`src/rtl/emboss_gray_filter_macros.svh`:
```
// Assertion macros shared by the emboss filter RTL.
// Plain text only; taken in by the modules that carry assertions.
`ifndef EMBOSS_GRAY_FILTER_MACROS_SVH
`define EMBOSS_GRAY_FILTER_MACROS_SVH

// Same-cycle implication, checked on the rising edge outside reset
`define EMB_ASSERT_NOW(lbl, clk, rstn, ante, cons, msg) \
  lbl: assert property (@(posedge clk) disable iff (!(rstn)) (ante) |-> (cons)) \
    else $error(msg);

// Next-cycle implication, checked on the rising edge outside reset
`define EMB_ASSERT_NEXT(lbl, clk, rstn, ante, cons, msg) \
  lbl: assert property (@(posedge clk) disable iff (!(rstn)) (ante) |=> (cons)) \
    else $error(msg);

`endif

```
`src/rtl/emb_pkg.sv`:
```
// Package for the emboss filter: beat type, register indexes and helpers.
// No dependencies; used by every module of the block.
package emb_pkg;

  // Configuration register indexes
  localparam logic CFG_FRAME_WIDTH  = 1'b0;
  localparam logic CFG_FRAME_HEIGHT = 1'b1;

  localparam int CFG_DW    = 16;   // widest register
  localparam int FW_W      = 11;   // frame_width field
  localparam int FH_W      = 16;   // frame_height field
  localparam int NCH       = 3;    // colour channels, one cell each
  localparam logic [7:0] GRAY_MID = 8'd128;
  localparam logic [7:0] GRAY_MAX = 8'hFF;
  localparam logic [FH_W-1:0] HEIGHT_LAST_RST = 16'd1023;

  // Beat handed along the row of cells
  typedef struct packed {
    logic              vld;
    logic              last;   // last pixel of the frame
    logic              flat;   // top row or left column: mid gray
    logic [7:0]        alpha;
    logic [23:0]       cur;    // pixel RGB, channel under test in 23:16
    logic [23:0]       ul;     // upper-left RGB, same alignment
    logic signed [8:0] best;   // winning difference so far
  } emb_beat_t;

  // Magnitude of a channel difference (range -255..255)
  function automatic logic [8:0] emb_mag(input logic signed [8:0] v);
    logic [8:0] r;
    r = v[8] ? 9'(-v) : 9'(v);
    return r;
  endfunction

endpackage

```
`src/rtl/emb_out.sv`:
```
// Output stage: clamps 128 plus the winning difference, owns the result register.
// Flat beats give mid gray instead. Depends on emb_pkg.
module emb_out (
  input  logic               clk,
  input  logic               rst_n,
  input  emb_pkg::emb_beat_t beat_i,
  output logic               en_o,
  output logic               out_tvalid,
  input  logic               out_tready,
  output logic [31:0]        out_tdata,
  output logic               out_tlast
);

  logic              vld_r;
  logic              last_r;
  logic [31:0]       data_r;
  logic signed [9:0] sum;
  logic [7:0]        gray;

  // pipeline moves whenever the result register is free or being taken
  assign en_o = !vld_r | out_tready;

  assign sum = 10'sd128 + {beat_i.best[8], beat_i.best};

  always_comb begin
    priority if (beat_i.flat) begin
      gray = emb_pkg::GRAY_MID;
    end else if (sum < 0) begin
      gray = '0;
    end else if (sum > 10'sd255) begin
      gray = emb_pkg::GRAY_MAX;
    end else begin
      gray = sum[7:0];
    end
  end

  always_ff @(posedge clk) begin
    if (!rst_n) begin
      vld_r <= 1'b0;
    end else if (en_o) begin
      vld_r <= beat_i.vld;
    end
  end

  always_ff @(posedge clk) begin
    if (en_o) begin
      last_r <= beat_i.last;
      data_r <= {gray, gray, gray, beat_i.alpha};
    end
  end

  assign out_tvalid = vld_r;
  assign out_tdata  = data_r;
  assign out_tlast  = last_r;

endmodule

```
`config.mk`:
```
export PLATFORM = sky130hd
export DESIGN_NAME = emb_out
export DESIGN_NICKNAME = d
export VERILOG_FILES = /design/src/rtl/emboss_gray_filter_macros.svh /design/src/rtl/emb_pkg.sv /design/src/rtl/emb_out.sv
export SDC_FILE = /design/constraint.sdc
export NUM_CORES = 1
export LEC_CHECK = 0
export ABC_CLOCK_PERIOD_IN_PS = 1390
export BUFFER_PORTS_ARGS = -buffer_cell sky130_fd_sc_hd__buf_2
export CORE_ASPECT_RATIO = 1.2
export CORE_UTILIZATION = 27
export DETAILED_ROUTE_END_ITERATION = 8
export HOLD_SLACK_MARGIN = 0.08
export PLACE_DENSITY = 0.71
export SKIP_LAST_GASP = 1
export SLEW_MARGIN = 25
export SYNTH_ARGS = -nofsm -noshare
export SYNTH_HDL_FRONTEND = slang
export SYNTH_SLANG_ARGS = --single-unit
```
`constraint.sdc`:
```
create_clock -name clk -period 1.39 [get_ports clk]
set_clock_uncertainty 0.1 [all_clocks]
set_input_delay 0.139 -clock clk [delete_from_list [all_inputs] [get_ports clk]]
set_output_delay 0.139 -clock clk [all_outputs]
set_load 0.03 [all_outputs]
```
======== Word level (Yosys, flattened, before mapping) ========
Cells that the tools add are included.
word-level totals
  input bits .............................. 71
  bits in writable memories ............... 0
  memories ................................ 0
  bits in latches ......................... 0
  register bits after elaboration ......... 34
  output and inout bits ................... 35
  word-level logic and storage cells ...... 11
  ROM bits ................................ 0
cells by class
  add/subtract/negate cells ............... 1
  equal/unequal tests ..................... 0
  $mul .................................... 0
  magnitude comparators ................... 2
  muxes and demuxes ....................... 3
  shift operators ......................... 0
  bitwise logic cells ..................... 1
  div/mod/pow operators ................... 0
  reduce and logical (&&, ||, !) cells .... 1
operator list
  cell                  count
  $mux 8                3
  $add 9x9->10 const A  1
  $gt 10x9->1 const B   1
  $lt 10x1->1 const B   1
  $logic_not 1->1       1
  $or 1x1->1            1

======== Depth between registers and ports, before layout ========
  depth in word-level cells ............... 5
  gate-level depth with buffers ........... 5
  mapped depth without buffers ............ 4

======== Worst setup path before layout ========
No wires, ideal clock.
  kind .................................... register to register
  start point ............................. reg vld_r (netlist: out_tvalid)
  end point ............................... reg data_r[0] (netlist: out_tdata[0]) (enable)
  buffers on the path ..................... 0
  data required time ...................... 0.840 ns
  setup slack ............................. -0.193 ns
  period minus slack after synthesis ...... 1.583 ns
  setup time .............................. 0.450 ns
  arrival ................................. 1.034 ns
  stages on the path, launching flop included .. 2
  cells stage by stage .................... dfxtp_1 > nand2b_1
between the ends
  word-level cells in the longest chain between the ends .. 2
ends and longest elaborated chain
  element                 RTL line       RTL
  start, declared         emb_out.sv:14  logic vld_r;
  start signal, assigned  emb_out.sv:41  vld_r <= beat_i.vld;
  $logic_not 1->1         emb_out.sv:21  assign en_o = !vld_r | out_tready;
  $or 1x1->1              emb_out.sv:21
  named net en_o          emb_out.sv:7   output logic en_o,
  end signal, assigned    emb_out.sv:48  data_r <= {gray, gray, gray, beat_i.alpha};
  end, declared           emb_out.sv:16  logic [31:0] data_r;
The timed path passes the listed nets, and every way through them passes these cells.
A chain may end at the register's enable or synchronous reset.

======== Final worst setup path ========
  start point ............................. reg vld_r (netlist: out_tvalid)
  end point ............................... out en_o
between the ends
  word-level cells in the longest chain between the ends .. 2
ends and longest elaborated chain
  element          RTL line
  $logic_not 1->1  emb_out.sv:21
  $or 1x1->1       emb_out.sv:21
  end, declared    emb_out.sv:7
No other way between the ends.

==> flow_metrics.tcl <==
set metrics [dict create \
    layout_commonest_cell "buf_2" \
    dp_hpwl_um 1180 \
    ant_nets 0 \
    power.leakage_uw 0.000599 \
    hold_viol_final 0 \
    drtPass1Iterations 2 \
    dieArea_sq_um 3140 \
    nets 192 \
    grtUsageTotal_pct 9.79 \
    cp_data_arrival_time_ps 1080 \
    clockBufferDepth 2 \
    die_w_um 51.3 \
    powerDensity_nw_per_um2 1150 \
    viasPerCell 4.01 \
    ys_seq_elements 18 \
    finalCriticalPeriod_ps 1320 \
    core_area_sq_um 2790 \
    grt_pass1_wl_um 2200 \
    start_util_pct 28.3 \
    synth.distinct_cells 14 \
    outcome "completed" \
    final_cell_mix "buf_2, edfxtp_1, dlygate4sd3_1" \
    ir_worst_vdd_v 0.000462 \
    routedWlPerCell_um 10.5 \
    avgSynthCellArea_sq_um 13.4 \
    crit_type "reg -> out" \
    r2r_cells 2 \
    cts_tree "done" \
    vias 613 \
    slew-limit-headroom_pct 84.2 \
    hold_ws_ps 93.4 \
    synth_cells 59 \
    post_cts_buffers 0 \
    die_h_um 61.2 \
    numPortBuffers 57 \
    required_ps 1150 \
    grt_max_degree 11 \
    stdcell_count 153 \
    cp_max_fo 10 \
    post-place-cells 136 \
    syn_nets 131 \
    period_share_pct 95.2 \
    gp_congestion 0.750 \
    drt-initial-drc-count 1 \
    cts_sinks 18 \
    start_kind "flop" \
    antenna_found_initial 0 \
    max_cap_violations 0 \
    worstHoldPathType "in -> reg" \
    rsz0062_at_grt "no" \
    yosysSeqAreaShare_pct 67.3 \
    finalWirelength_um 1600 \
    drc 0 \
    slew_viol_final 0 \
    layout-drive-gt1-share_pct 55.5 \
    num_rows 21 \
    setup_viol 0 \
    ys_warn_count 0 \
    cts-buffers-inserted 3 \
    max_freq_mhz 756 \
    grt_pass1_vias 525 \
    cts-root-buf "clkbuf_4" \
    clk_latency_ps 280 \
    grt_overflow 0 \
    hold_depth 3 \
    clk_transition_reported_paths_ps 100 \
    fillCellCount 294 \
    cts.htree.levels 1 \
    io_pins 106 \
    worst_pin_slew_ps 236 \
    syn-cell-area_sq_um 788 \
    area_delta_synth_final_pct 49.7 \
    crit_path_end_kind "output pin" \
    antenna_cells 0 \
]
-- cell families (layout without fill, tap and decap cells) --
group / Yosys count / after routing / synth area share, %
compound gates: 9 / 9 / 6.51
xor+xnor: 1 / 1 / 1.11
fa+ha+maj: 1 / 1 / 1.59
buf+inv: 27 / 87 / 21.4
flops: 18 / 18 / 67.3
simple gates: 3 / 3 / 2.06
-- stage by stage --
step	TNS, ps	setup WS [ps]	instance area (sq um)	util (%)	power [uW]
floorplan	0	71.1	791	-	972
global placement	0	58.8	1010	36.4	1030
detailed placement	-5.99	-5.99	1010	36.4	1040
CTS	0	45.0	1180	42.4	1370
global route	0	2.68	1180	42.4	1420
finish	0	66.7	1180	42.4	1360
-- power breakdown --
part | switching, uW | internal, uW | leakage (uW)
sequential | 19.4 | 643 | 0.000188
combinational | 256 | 129 | 0.000390
clock | 151 | 159 | 0.0000210
total | 427 | 931 | 0.000599
-- final timing paths --
| kind | from | endpoint | slack [ps] |
|---|---|---|---|
| worst max-delay path | out_tvalid | en_o | 70 |
| worst max register to register | out_tvalid | out_tdata[5] | 420 |
| worst min register to register | out_tvalid | out_tvalid | 600 |
| worst min-delay path | beat_i[0] | out_tdata[24] | 90 |
-- worst max-delay path, stage by stage, from the launching register on --
cell and delay [ps]:
dfxtp_1 330, nand2b_2 70, buf_4 180, buf_2 220
-- metal layers --
layer	wire length (um)	track usage, %
met1	630	10.2
met2	814	18.0
met3	142	2.96
met4	12	4.63
met5	0	0
-- what timing repair did --
action / CTS / global route
hold buffers: 13 / 0
resized for setup: 0 / 0
hold endpoints to repair: 12 / 0
-- synth_stat cells --
cell type  number  area, sq um
or2_1           1         6.26
buf_6           1         11.3
ha_1            1         12.5
a21oi_1         7         35.0
buf_4          16          120
xnor2_1         1         8.76
clkbuf_1        1         3.75
a211o_1         1         8.76
nand2b_1        1         6.26
a21boi_0        1         7.51
nor2_1          1         3.75
inv_1           9         33.8
dfxtp_1         1         20.0
edfxtp_1       17          510
-- sequential cells by signal, summed over array words and instances, names as in the netlist --
name,cells
out_tdata,16
out_tvalid,1
out_tlast,1
-- layout make-up --
cell class              instances  area (sq um)  area share (%)
clock buffers                   4          36.3            3.08
inverters                       9          33.8            2.86
multi-input cells              14          91.3            7.74
flip-flops and latches         18           531            45.0
well taps                      34          42.5            3.61
repair buffers                 74           445            37.8
No activity file was read; power rests on OpenSTA's default activity.
