[src/rtl/emboss_gray_filter_macros.svh]
// Assertion macros shared by the emboss filter RTL.
// Plain text only; taken in by the modules that carry assertions.
`ifndef EMBOSS_GRAY_FILTER_MACROS_SVH
`define EMBOSS_GRAY_FILTER_MACROS_SVH

// Same-cycle implication, checked on the rising edge outside reset
`define EMB_ASSERT_NOW(lbl, clk, rstn, ante, cons, msg) \
  lbl: assert property (@(posedge clk) disable iff (!(rstn)) (ante) |-> (cons)) \
    else $error(msg);

// Next-cycle implication, checked on the rising edge outside reset
`define EMB_ASSERT_NEXT(lbl, clk, rstn, ante, cons, msg) \
  lbl: assert property (@(posedge clk) disable iff (!(rstn)) (ante) |=> (cons)) \
    else $error(msg);

`endif

[src/rtl/emb_pkg.sv]
// Package for the emboss filter: beat type, register indexes and helpers.
// No dependencies; used by every module of the block.
package emb_pkg;

  // Configuration register indexes
  localparam logic CFG_FRAME_WIDTH  = 1'b0;
  localparam logic CFG_FRAME_HEIGHT = 1'b1;

  localparam int CFG_DW    = 16;   // widest register
  localparam int FW_W      = 11;   // frame_width field
  localparam int FH_W      = 16;   // frame_height field
  localparam int NCH       = 3;    // colour channels, one cell each
  localparam logic [7:0] GRAY_MID = 8'd128;
  localparam logic [7:0] GRAY_MAX = 8'hFF;
  localparam logic [FH_W-1:0] HEIGHT_LAST_RST = 16'd1023;

  // Beat handed along the row of cells
  typedef struct packed {
    logic              vld;
    logic              last;   // last pixel of the frame
    logic              flat;   // top row or left column: mid gray
    logic [7:0]        alpha;
    logic [23:0]       cur;    // pixel RGB, channel under test in 23:16
    logic [23:0]       ul;     // upper-left RGB, same alignment
    logic signed [8:0] best;   // winning difference so far
  } emb_beat_t;

  // Magnitude of a channel difference (range -255..255)
  function automatic logic [8:0] emb_mag(input logic signed [8:0] v);
    logic [8:0] r;
    r = v[8] ? 9'(-v) : 9'(v);
    return r;
  endfunction

endpackage

[src/rtl/emb_cell.sv]
// One comparison cell of the emboss chain: tests the channel in bits 23:16.
// Depends on emb_pkg.
module emb_cell (
  input  logic              clk,
  input  logic              rst_n,
  input  logic              en,
  input  emb_pkg::emb_beat_t beat_i,
  output emb_pkg::emb_beat_t beat_o
);

  emb_pkg::emb_beat_t beat_r;
  emb_pkg::emb_beat_t beat_nxt;
  logic signed [8:0]  diff;

  // neighbour minus pixel for this channel; strict compare keeps earlier on ties
  assign diff = 9'(beat_i.ul[23:16]) - 9'(beat_i.cur[23:16]);

  always_comb begin
    beat_nxt      = beat_i;
    beat_nxt.cur  = {beat_i.cur[15:0], 8'h00};
    beat_nxt.ul   = {beat_i.ul[15:0], 8'h00};
    beat_nxt.best = (emb_pkg::emb_mag(diff) > emb_pkg::emb_mag(beat_i.best)) ?
                    diff : beat_i.best;
  end

  always_ff @(posedge clk) begin
    if (!rst_n) begin
      beat_r <= '0;
    end else if (en) begin
      beat_r <= beat_nxt;
    end
  end

  assign beat_o = beat_r;

endmodule

[config.mk]
export PLATFORM = sky130hd
export DESIGN_NAME = emb_cell
export DESIGN_NICKNAME = d
export VERILOG_FILES = /design/src/rtl/emboss_gray_filter_macros.svh /design/src/rtl/emb_pkg.sv /design/src/rtl/emb_cell.sv
export SDC_FILE = /design/constraint.sdc
export NUM_CORES = 1
export LEC_CHECK = 0
export BUFFER_PORTS_ARGS = -buffer_cell sky130_fd_sc_hd__buf_2
export CAP_MARGIN = 30
export CORE_ASPECT_RATIO = 1.75
export CORE_MARGIN = 10
export CORE_UTILIZATION = 43
export DETAILED_ROUTE_END_ITERATION = 8
export PLACE_DENSITY = 0.86
export SYNTH_ARGS = -nofsm -noshare
export SYNTH_HDL_FRONTEND = slang
export SYNTH_SLANG_ARGS = --single-unit
[constraint.sdc]
create_clock -name clk -period 3.4 [get_ports clk]
set_input_delay 0.17 -clock clk [delete_from_list [all_inputs] [get_ports clk]]
set_output_delay 0.17 -clock clk [all_outputs]
set_load 0.05 [all_outputs]
After elaboration in Yosys (flattened, before gate mapping)
Index checks and enable logic that the tools add are counted.
- muxes and demuxes: 3
- $add $sub $neg: 3
- magnitude comparators: 1
- operators by type and width (kind ; number):
    9-bit 2-to-1 mux ; 3
    9-bit negator ; 2
    9-bit greater-than comparator ; 1
    8-bit by 8-bit subtractor with 9-bit output ; 1
- input bits: 71
- bits in registers: 52
- output and inout bits: 68

Longest topological paths before layout
Gate-level depths: netlist of run 1.
- word-level depth: 5
- gate-level depth with buffers: 17

Worst setup path before layout of run 1
Ideal clock, no wire load.
- path type: in2reg
- from: in beat_i[25] (netlist name)
- to: reg beat_r, in the netlist beat_o[0]
- cell stages on the path: 17
- library setup time: 0.067 ns
- setup slack: -0.097 ns
- buffers on the path: 0
- arrival: 3.431 ns
- cell sequence: inv_1 > ha_1 > inv_1 > fa_1 > a211oi_2 > o21ai_1 > a21o_1 > a21o_1 > nor2_1 > xnor2_1 > ha_1 > a21o_1 > a21o_1 > a2111oi_4 > nor2_4 > mux2_4 > a21oi_2
- cells in the longest elaborated chain, start to end: 5
- RTL lines (what ; RTL line ; source):
    start: declaration ; emb_cell.sv:7 ; input emb_pkg::emb_beat_t beat_i,
    8-bit by 8-bit subtractor with 9-bit output * ; emb_cell.sv:16 ; assign diff = 9'(beat_i.ul[23:16]) - 9'(beat_i.cur[23:16]);
    9-bit negator ; emb_pkg.sv:31 ; r = v[8] ? 9'(-v) : 9'(v);
    9-bit 2-to-1 mux ; emb_pkg.sv:31 ;
    9-bit greater-than comparator ; emb_cell.sv:22 ; beat_nxt.best = (emb_pkg::emb_mag(diff) > emb_pkg::emb_mag(beat_i.best)) ?
    9-bit 2-to-1 mux * ; emb_cell.sv:22 ;
    end signal: assignment ; emb_cell.sv:30 ; beat_r <= beat_nxt;
    end: declaration ; emb_cell.sv:11 ; emb_pkg::emb_beat_t beat_r;
Every way passes the cells marked *; elsewhere a longest branch is shown, timed or not.
A chain may end at the register's enable or synchronous reset.

Final worst setup path of run 1
Ends and elaborated chain as after synthesis.

==> results of run 1 <==
through the flow:
stage / utilization, % / power, mW / hold slack [ns] / instance area, um2 / setup TNS [ns]
floorplan: - / 1.31 / 0.340 / 3090 / 0
global placement: 54.9 / 1.53 / 0.431 / 3760 / -1.15
detailed placement: 54.9 / 1.56 / 0.440 / 3760 / -2.23
CTS: 57.7 / 2.11 / 0.135 / 3960 / 0
global route: 58.5 / 2.22 / 0.147 / 4010 / -0.361
finish: 58.5 / 2.11 / 0.138 / 4010 / 0
metal layers:
layer | global-route usage (%) | wire (um) | up-vias
li1 | - | - | 1348
met1 | 15.3 | 3350 | 1226
met2 | 26.0 | 4180 | 124
met3 | 3.78 | 604 | 14
met4 | 6.63 | 204 | 0
met5 | 0 | 0 | -
tightest hold or removal path, cell delays in order:
cell	delay, ns
buf_2	0.08
mux2i_1	0.05
nor2b_1	0.09
final cells by class:
type | count | area, um2
clock inverter | 2 | 17.5
sequential | 52 | 1040
clock buffer | 6 | 139
inverter | 14 | 55.1
tap | 84 | 105
multi-input combinational | 240 | 1900
timing repair buffer | 141 | 759
fill | 572 | 2840
worst min path at each step:
stage / slack (ns) / to / start / cells past startpoint
5_1_grt: 0.15 / beat_o[44] / beat_i[36] / 3
2_1_floorplan: 0.34 / beat_o[32] / beat_i[24] / 2
6_report: 0.14 / beat_o[59] / beat_i[59] / 3
4_1_cts: 0.14 / beat_o[59] / beat_i[59] / 3
3_3_place_gp: 0.43 / beat_o[49] / beat_i[41] / 3
3_5_place_dp: 0.44 / beat_o[59] / beat_i[59] / 3
where the power goes:
group | internal (mW) | switching (mW)
logic | 0.355 | 0.564
clock network | 0.298 | 0.216
registers | 0.658 | 0.0213
placed cells by master (no fill, tap or decap), types with 4 or more instances in the layout:
master     instances
buf_4             19
conb_1            16
a21oi_1           10
nand2_1            4
nor3_1             4
nand3_1            4
o21ai_0           11
inv_1             12
mux2i_1           49
nor2_1            14
ha_1              18
xnor2_1            5
clkbuf_16          5
nor2b_1           48
buf_2            121
dfxtp_1           52
xor2_1            10
o211ai_1           4
what timing repair did:
item	in CTS	in global routing
setup buffers	1	1
endpoints found under the setup margin	1	9
gates resized for setup	6	12
pin swaps	4	16
gates cloned	1	0
kinds of logic (layout without fill, tap and decap cells):
| family | Yosys count | after routing | share of synthesized area (%) |
|---|---|---|---|
| fa+ha+maj | 20 | 20 | 8.51 |
| buf+inv | 44 | 163 | 7.44 |
| other cells | 1 | 16 | 0.124 |
| flops | 52 | 52 | 34.4 |
| xor+xnor | 16 | 16 | 4.63 |
| compound gates | 47 | 47 | 10.9 |
| mux | 51 | 51 | 17.1 |
| simple gates | 89 | 90 | 17.0 |
==> reports/qor.yml, run 1 <==
synth:
  synth-edff-count: 0
  synth.area.top_cells: "dfxtp_1, mux2i_1, nor2b_1"
  synth.most_common_cell: "dfxtp_1"
  synth_area_mm2: 0.00303
  avgSynthCellArea_um2: 9.47
  synth.distinct_cells: 43
  yosysWarnings: 0
  synth_top_cell_by_area: "dfxtp_1"
  ys_seq_area_share_pct: 34.4
  synth_cells: 320
  synth.top_cells.by_count: "dfxtp_1, mux2i_1, nor2b_1"
  synth-seq-cells: 52
  async_flop_share_pct: 0
  netlist.area_leader.share_pct: 34.4
  synth_flop_cell: "dfxtp_1"
setup_path:
  r2r_end: "beat_o[0]"
  cp_max_fo: 5
  cp.depth: 19
  setup.worst_path.end_class: "flop"
  cpMaxStageDelayCell: "a2111oi_4"
  ff2ff_path_depth: 2
  crit_family: "compound AO/OA/AOI/OAI gates"
  path_class: "in -> reg"
  slowest_delay_ns: 0.42
  regToRegSetupSlack_ns: 2.71
  arrival_ns: 3.58
  cp-start-kind: "input pin"
  critPathBufInv: 4
  crit_required_ns: 3.62
  reg2reg_from: "beat_o[0]"
  crit_end: "beat_o[0]"
  path_cells: "buf_6 > inv_4 > ha_4 > inv_2 > fa_2 > a211oi_2 > buf_4 > nor2_4 > xnor2_4 > nor4_2 > nor2_1 > xor2_1 > ha_1 > a21oi_2 > o21ai_2 > a2111oi_4 > nor2_4 > mux2_4 > a21oi_2"
  startpoint: "beat_i[25]"
pwr:
  ir_drop_v: 0.000234
  leakage_nw: 2.03
  power.density_mw_per_mm2: 526
drt:
  ant_nets: 0
  drt_iter0_drc: 74
  vias: 2712
  wirelength_um: 8340
  drt_pass1_iterations: 4
  drc_errors: 0
  avgRoutedWirePerCell_um: 15.5
  viasPerCell: 5.03
final_layout:
  antenna_cells: 0
  drive_above_1_share_pct: 36.9
  instances_no_fill: 539
  largest_reg_flops: 52
  final_nets: 545
  syn2layout_area_growth_pct: 32.5
placement:
  io_buffers: 122
  post-place-cells: 529
  place_ws_ns: -0.324
  place_congestion: 0.810
  dp_hpwl_um: 6680
die:
  coreArea_mm2: 0.00686
  die_x_um: 83.4
  fp-row-count: 40
  initial_core_util_pct: 44.2
  die_area_mm2: 0.0109
  io_pins: 139
  die_y_um: 131
global_route:
  grt_max_degree: 64
  track_usage_pct: 14.4
  grt_overflow_total: 0
  grt_pass1_vias: 2776
  grt_first_pass_wirelength_um: 13000
  antenna_found_initial: 0
sta:
  layout_setup_ws_ns: 0.0372
  slew_headroom_pct: 42.1
  rsz0062_at_grt: "yes"
  timing.fmax_ghz: 0.297
  period_minus_slack_ns: 3.36
  post-route-period-util_pct: 98.9
  tightestPinTransition_ns: 0.868
  fin_skew_ns: 0
  setup_violations: 0
  hold_viol: 0
  finalMaxSlewViolations: 0
clock_network:
  path_clk_slew_ns: 0.07
  cts.sinks: 52
  cts_buffers: 5
  root_buffer: "clkbuf_16"
  tritoncts: "done"
  worstSkewPairLatency_ns: 0.29
  cts-hold-fix-buffers: 0
  ctsHtreeMaxLevel: 2
  clockBufferDepth: 2
worst_hold_path:
  worstHoldPathType: "in -> reg"
job:
  cap_violations: 0
status:
  status: "finished clean"
Power figures use the tool's default switching activity.
==> inputs of run 2 (changes only) <==
--- a/config.mk
+++ b/config.mk
@@ -5,6 +5,7 @@
 export SDC_FILE = /design/constraint.sdc
 export NUM_CORES = 1
 export LEC_CHECK = 0
+export ABC_AREA = 1
 export BUFFER_PORTS_ARGS = -buffer_cell sky130_fd_sc_hd__buf_2
 export CAP_MARGIN = 30
 export CORE_ASPECT_RATIO = 1.75
==> run 2 against run 1 <==
Net effect: worst hold slack lost 0.034 ns; via count grew 15%; sequential share of layout area grew 1.5 points; sequential power grew 0.9%; combinational power shrank 20%; design area shrank 5.6%; fmax grew 14%; non-clock buffer count shrank 17; count of clock-buffer cells in the layout shrank 1; critical endpoint is now beat_o[5].
==> reports/qor.yml, run 2 <==
clock_network:
  cts_buffers: 5  # unchanged
  cts.sinks: 52  # unchanged
  cts_resized: 0  # -6
  clockBufferDepth: 2  # unchanged
  root_buffer: "clkbuf_16"
  ctsHtreeMaxLevel: 2  # unchanged
  worstSkewPairLatency_ns: 0.28  # about the same
  path_clk_slew_ns: 0.07  # about the same
  tritoncts: "done"
  post_cts_buffers: 0  # -1
  cts-hold-fix-buffers: 0  # unchanged
sta:
  setup_violations: 0  # unchanged
  layout_setup_ws_ns: 0.463  # +0.426 ns
  timing.fmax_ghz: 0.340  # +14%
  fin_skew_ns: 0  # unchanged
  slew_headroom_pct: 59.6  # +17 points
  period_minus_slack_ns: 2.94  # -0.426 ns
  tns_ns: 0  # unchanged
  hold_viol: 0  # unchanged
  tightestPinTransition_ns: 0.606  # -0.262 ns
  post-route-period-util_pct: 86.4  # -13 points
  rsz0062_at_grt: "no"
  finalMaxSlewViolations: 0  # unchanged
global_route:
  grt_pass1_vias: 3094  # +11%
  grtUsageMet1_pct: 14.5  # -0.77 points
  grt_util_met2_pct: 27.0  # +1.1 points
  track_usage_pct: 14.8  # +0.45 points
  grt.busiest_layer: "met2"
  grt_first_pass_wirelength_um: 13900  # +6.7%
  grt_overflow_total: 0  # unchanged
  grtUsageMet3_pct: 4.76  # +0.99 points
  grt_max_degree: 54  # -16%
  antenna_found_initial: 0  # unchanged
synth:
  synth.most_common_cell: "nor2_1"
  synth.area.top_cells: "dfxtp_1, nor2_1, o21ai_0"
  async_flop_share_pct: 0  # unchanged
  synth.distinct_cells: 29  # -33%
  yosysWarnings: 0  # unchanged
  synth.top_cells.by_count: "nor2_1, nand2_1, dfxtp_1"
  synth-edff-count: 0  # unchanged
  synth_area_mm2: 0.00304  # +0.21%
  synth-seq-cells: 52  # unchanged
  netlist.area_leader.share_pct: 34.3  # -0.071 points
  synth_flop_cell: "dfxtp_1"
  synth_cells: 441  # +38%
  synth_top_cell_by_area: "dfxtp_1"
  ys_seq_area_share_pct: 34.3  # -0.071 points
  avgSynthCellArea_um2: 6.88  # -27%
drt:
  wirelength_um: 8390  # +0.66%
  drt_pass1_iterations: 4  # unchanged
  ant_nets: 0  # unchanged
  vias: 3108  # +15%
  drc_errors: 0  # unchanged
  viasPerCell: 4.85  # -3.6%
  avgRoutedWirePerCell_um: 13.1  # -15%
  drt_iter0_drc: 119  # +61%
pwr:
  leakage_nw: 2.09  # +3.0%
  ir_drop_v: 0.000192  # -18%
  power.density_mw_per_mm2: 502  # -4.6%
placement:
  place_area_mm2: 0.00364  # -3.2%
  dp_hpwl_um: 6980  # +4.5%
  post-place-cells: 633  # +20%
  place_ws_ns: 0.190  # +0.513 ns
  io_buffers: 122  # unchanged
  place_congestion: 0.891  # +9.9%
setup_path:
  path_class: "in -> reg"
  arrival_ns: 3.15  # -0.43 ns
  cp-start-kind: "input pin"
  crit_required_ns: 3.61  # about the same
  cp_max_fo: 10  # +5
  setup.worst_path.end_class: "flop"
final_layout:
  layout_common_cells: "buf_2, nor2_1, nand2_1, dfxtp_1, o21ai_0"
  final_common_cell: "buf_2"
  instances_no_fill: 641  # +19%
  antenna_cells: 0  # unchanged
  finalInstanceArea_mm2: 0.00379  # -5.6%
  final_util_pct: 55.3  # -3.3 points
  largest_reg_flops: 52  # unchanged
  syn2layout_area_growth_pct: 24.8
  drive_above_1_share_pct: 27.8  # -9.1 points
  fillers: 653  # +14%
  final_nets: 647  # +19%
die:
  die_area_mm2: 0.0110  # +0.17%
  die_y_um: 131  # about the same
  fp-row-count: 40  # unchanged
  initial_core_util_pct: 44.3  # +0.091 points
  coreArea_mm2: 0.00686  # unchanged
  die_x_um: 83.5  # about the same
  io_pins: 139  # unchanged
job:
  cap_violations: 0  # unchanged
status:
  status: "finished clean"
worst_hold_path:
  worstHoldPathType: "in -> reg"
[run 2: worst paths after layout]
path	start	endpoint	slack, ns	cells past startpoint
setup reg to reg	beat_o[47]	beat_o[47]	2.76	2
hold / removal	beat_i[45]	beat_o[53]	0.10	3
hold reg to reg	beat_o[8]	beat_o[8]	0.46	2
setup / recovery	beat_i[25]	beat_o[5]	0.46	24
[run 2: through the flow]
stage / power (mW) / hold WS [ns]
after CTS: 1.92 / 0.0967
after global placement: 1.41 / 0.393
after detailed placement: 1.43 / 0.402
after floorplan: 1.27 / 0.305
final: 1.90 / 0.104
after global routing: 2.03 / 0.106
[run 2: kinds of logic (layout without fill, tap and decap cells)]
group | after synthesis | in the layout | share of synthesized area (%)
simple gates | 213 | 213 | 30.8
buf+inv | 78 | 179 | 11.7
compound gates | 67 | 67 | 11.4
flops | 52 | 52 | 34.3
fa+ha+maj | 20 | 20 | 8.49
xor+xnor | 10 | 10 | 3.13
other cells | 1 | 16 | 0.124
[run 2: critical path, cell delays in order]
cell	delay [ns]
buf_2	0.09
inv_1	0.05
ha_1	0.14
inv_1	0.06
fa_1	0.42
nor2_1	0.17
nor2_2	0.08
nor2_2	0.10
nand3_1	0.10
nor2_2	0.14
nand3_2	0.10
nand2_1	0.06
nand2_1	0.04
nand2_1	0.05
inv_1	0.04
ha_1	0.26
nand2_1	0.08
nor2_2	0.21
nand3b_1	0.15
nand3_2	0.21
nand2_4	0.12
nand2_1	0.08
nand3_1	0.08
a21oi_1	0.14
[run 2: cell type report]
type | instances | area [um2] | area share, %
clock buffer | 5 | 125 | 3.30
clock inverter | 3 | 18.8 | 0.495
inverter | 47 | 179 | 4.72
multi-input combinational | 326 | 1690 | 44.7
sequential | 52 | 1040 | 27.5
tap | 84 | 105 | 2.77
timing repair buffer | 124 | 626 | 16.5
[run 2: power breakdown]
part           leakage (nW)  internal (mW)  switching (mW)
Combinational          1.58          0.208           0.526
Sequential            0.432          0.662          0.0233
Clock                0.0736          0.271           0.211
[run 2: metal layers]
| layer | wire, um | up-vias |
|---|---|---|
| met5 | 0 | - |
| met4 | 226 | 0 |
| met3 | 689 | 19 |
| met2 | 4260 | 123 |
| met1 | 3220 | 1373 |
| li1 | - | 1593 |
==> inputs of run 3 (changes only) <==
--- a/config.mk
+++ b/config.mk
@@ -7,9 +7,9 @@
 export LEC_CHECK = 0
 export ABC_AREA = 1
 export BUFFER_PORTS_ARGS = -buffer_cell sky130_fd_sc_hd__buf_2
-export CAP_MARGIN = 30
+export CAP_MARGIN = 20
 export CORE_ASPECT_RATIO = 1.75
-export CORE_MARGIN = 10
+export CORE_MARGIN = 2
 export CORE_UTILIZATION = 43
 export DETAILED_ROUTE_END_ITERATION = 8
 export PLACE_DENSITY = 0.86
==> run 3 against run 2 <==
Net effect: clock power is 3% higher; sequential power hardly changed; routed wire length is 9.3% lower; register-to-register slack worse by 0.05 ns; worst hold slack worse by 0.00052 ns; highest routed layer unchanged; largest cell class unchanged; combinational power hardly changed; clock skew stayed put; worst setup slack worse by 0.020 ns; utilization is 0.091 points higher; die area is 29% lower.
==> reports/qor.yml, run 3 (same netlist as run 2, synthesis figures left out) <==
setup_path:
  cp-start-kind: "input pin"
  cp_max_fo: 10  # unchanged
  critPathBufInv: 4  # unchanged
  cpMaxStageDelayCell: "fa_1"
  crit_required_ns: 3.61  # about the same
  slowest_delay_ns: 0.43  # about the same
  regToRegSetupSlack_ns: 2.71  # -0.05 ns
  path_cells: "buf_2 > inv_1 > ha_1 > inv_1 > fa_1 > nor2_1 > nor2_2 > nor2_2 > nand3_1 > nor2_2 > nand3_2 > nand2_1 > nand2_1 > nand2_1 > inv_1 > ha_1 > nand2_1 > nor2_2 > nand3b_1 > nand3_2 > nand2_4 > nand2_1 > nand3_1 > a21oi_1"
  path_common_cell: "nand2_1"
  ff2ff_path_depth: 2  # unchanged
  arrival_ns: 3.17  # +0.02 ns
  r2r_end: "beat_o[31]"
  path_class: "in -> reg"
  setup.worst_path.end_class: "flop"
  reg2reg_from: "beat_o[31]"
  crit_family: "simple AND/OR/NAND/NOR gates"
sta:
  finalMaxSlewViolations: 0  # unchanged
  setup_violations: 0  # unchanged
  hold_viol: 0  # unchanged
  rsz0062_at_grt: "no"
  tightestPinTransition_ns: 0.626  # +0.0196 ns
  slew_headroom_pct: 58.3  # -1.3 points
  tns_ns: 0  # unchanged
  fin_skew_ns: 0  # unchanged
  post-route-period-util_pct: 87.0  # +0.58 points
  timing.fmax_ghz: 0.338  # -0.67%
  period_minus_slack_ns: 2.96  # +0.0198 ns
global_route:
  grt_first_pass_wirelength_um: 12100  # -13%
  track_usage_pct: 19.7  # +4.9 points
  grtUsageMet3_pct: 4.01  # -0.75 points
  grt_util_met2_pct: 39.5  # +12 points
  antenna_found_initial: 0  # unchanged
  grt_max_degree: 54  # unchanged
  grt.busiest_layer: "met2"
  grtUsageMet1_pct: 16.5  # +2.0 points
  grt_pass1_vias: 3013  # -2.6%
  grt_overflow_total: 0  # unchanged
die:
  io_pins: 139  # unchanged
  die_y_um: 115  # -12%
  initial_core_util_pct: 44.3  # unchanged
  fp-row-count: 40  # unchanged
  coreArea_mm2: 0.00686  # unchanged
  die_x_um: 67.5  # -19%
  die_area_mm2: 0.00777  # -29%
final_layout:
  final_common_cell: "buf_2"
  final_nets: 647  # unchanged
  drive_above_1_share_pct: 27.6  # -0.18 points
  largest_reg_flops: 52  # unchanged
  finalInstanceArea_mm2: 0.00379  # +0.17%
  fillers: 650  # -0.46%
  syn2layout_area_growth_pct: 25.0
  final_util_pct: 55.3  # +0.091 points
  antenna_cells: 0  # unchanged
  layout_common_cells: "buf_2, nor2_1, nand2_1, dfxtp_1, o21ai_0"
clock_network:
  cts-hold-fix-buffers: 0  # unchanged
  worstSkewPairLatency_ns: 0.29  # about the same
  cts_resized: 0  # unchanged
  tritoncts: "done"
  path_clk_slew_ns: 0.06  # about the same
  clockBufferDepth: 2  # unchanged
  ctsHtreeMaxLevel: 2  # unchanged
  cts_buffers: 5  # unchanged
  cts.sinks: 52  # unchanged
  root_buffer: "clkbuf_16"
  post_cts_buffers: 0  # unchanged
drt:
  drt_pass1_iterations: 5  # +1
  wirelength_um: 7610  # -9.3%
  viasPerCell: 4.93  # +1.6%
  ant_nets: 0  # unchanged
  drt_iter0_drc: 135  # +13%
  drc_errors: 0  # unchanged
  avgRoutedWirePerCell_um: 11.9  # -9.3%
  vias: 3158  # +1.6%
worst_hold_path:
  holdPathEnd: "beat_o[41]"
  hold_depth: 3  # unchanged
  min-delay-start: "beat_i[33]"
  worstHoldPathType: "in -> reg"
placement:
  place_congestion: 0.902  # +1.3%
  dp_hpwl_um: 6050  # -13%
  place_area_mm2: 0.00364  # unchanged
  io_buffers: 122  # unchanged
job:
  cap_violations: 0  # unchanged
pwr:
  power.density_mw_per_mm2: 505  # +0.58%
  ir_drop_v: 0.000206  # +7.2%
  leakage_nw: 2.08  # -0.16%
status:
  status: "finished clean"
-- run 3: cell types whose count changed in the layout (fill, tap and decap cells not counted), sizes merged --
cell / previous run / this run
clkinvlp: 0 / 1
clkbuf: 5 / 7
clkinv: 6 / 3
-- run 3: power breakdown --
part / switching [mW] / leakage [nW] / internal (mW)
Sequential: 0.0239 / 0.432 / 0.662
Combinational: 0.523 / 1.58 / 0.209
Clock: 0.205 / 0.0701 / 0.293
-- run 3: layout make-up --
class | count | area [um2] | area share, %
Clock buffer | 7 | 143 | 3.76
Inverter | 47 | 179 | 4.71
Timing Repair Buffer | 124 | 626 | 16.5
Clock inverter | 1 | 7.51 | 0.198
Tap cell | 84 | 105 | 2.77
Multi-Input combinational cell | 326 | 1690 | 44.6
Sequential cell | 52 | 1040 | 27.4
-- run 3: metrics by stage --
stage | hold slack (ns) | setup slack, ns | total power, mW | std cells
final | 0.103 | 0.443 | 1.92 | 641
after global routing | 0.116 | 0.152 | 2.03 | 641
after CTS | 0.100 | 0.468 | 1.93 | 641
after detailed placement | 0.399 | 0.181 | 1.43 | 633
after global placement | 0.393 | 0.330 | 1.41 | 633
after floorplan | 0.305 | 0.680 | 1.27 | 456
-- run 3: layer usage --
| layer | wire [um] | up-vias |
|---|---|---|
| met5 | 0 | - |
| li1 | - | 1591 |
| met1 | 2680 | 1406 |
| met4 | 216 | 0 |
| met2 | 4090 | 144 |
| met3 | 630 | 17 |
-- run 3: worst max-delay path by stage --
| stage | from | end | slack [ns] | depth (start not counted) |
|---|---|---|---|---|
| 6_report | beat_i[25] | beat_o[7] | 0.44 | 24 |
| 5_1_grt | beat_i[25] | beat_o[5] | 0.15 | 24 |
| 3_3_place_gp | beat_i[25] | beat_o[7] | 0.33 | 24 |
| 3_5_place_dp | beat_i[25] | beat_o[7] | 0.18 | 24 |
| 4_1_cts | beat_i[25] | beat_o[7] | 0.47 | 24 |
| 2_1_floorplan | beat_i[25] | beat_o[8] | 0.68 | 18 |
-- run 3: worst reg2reg max path: stages, from the launching register on --
cell and delay [ns]:
dfxtp_1 0.31, o21ai_0 0.19, nor2_1 0.07
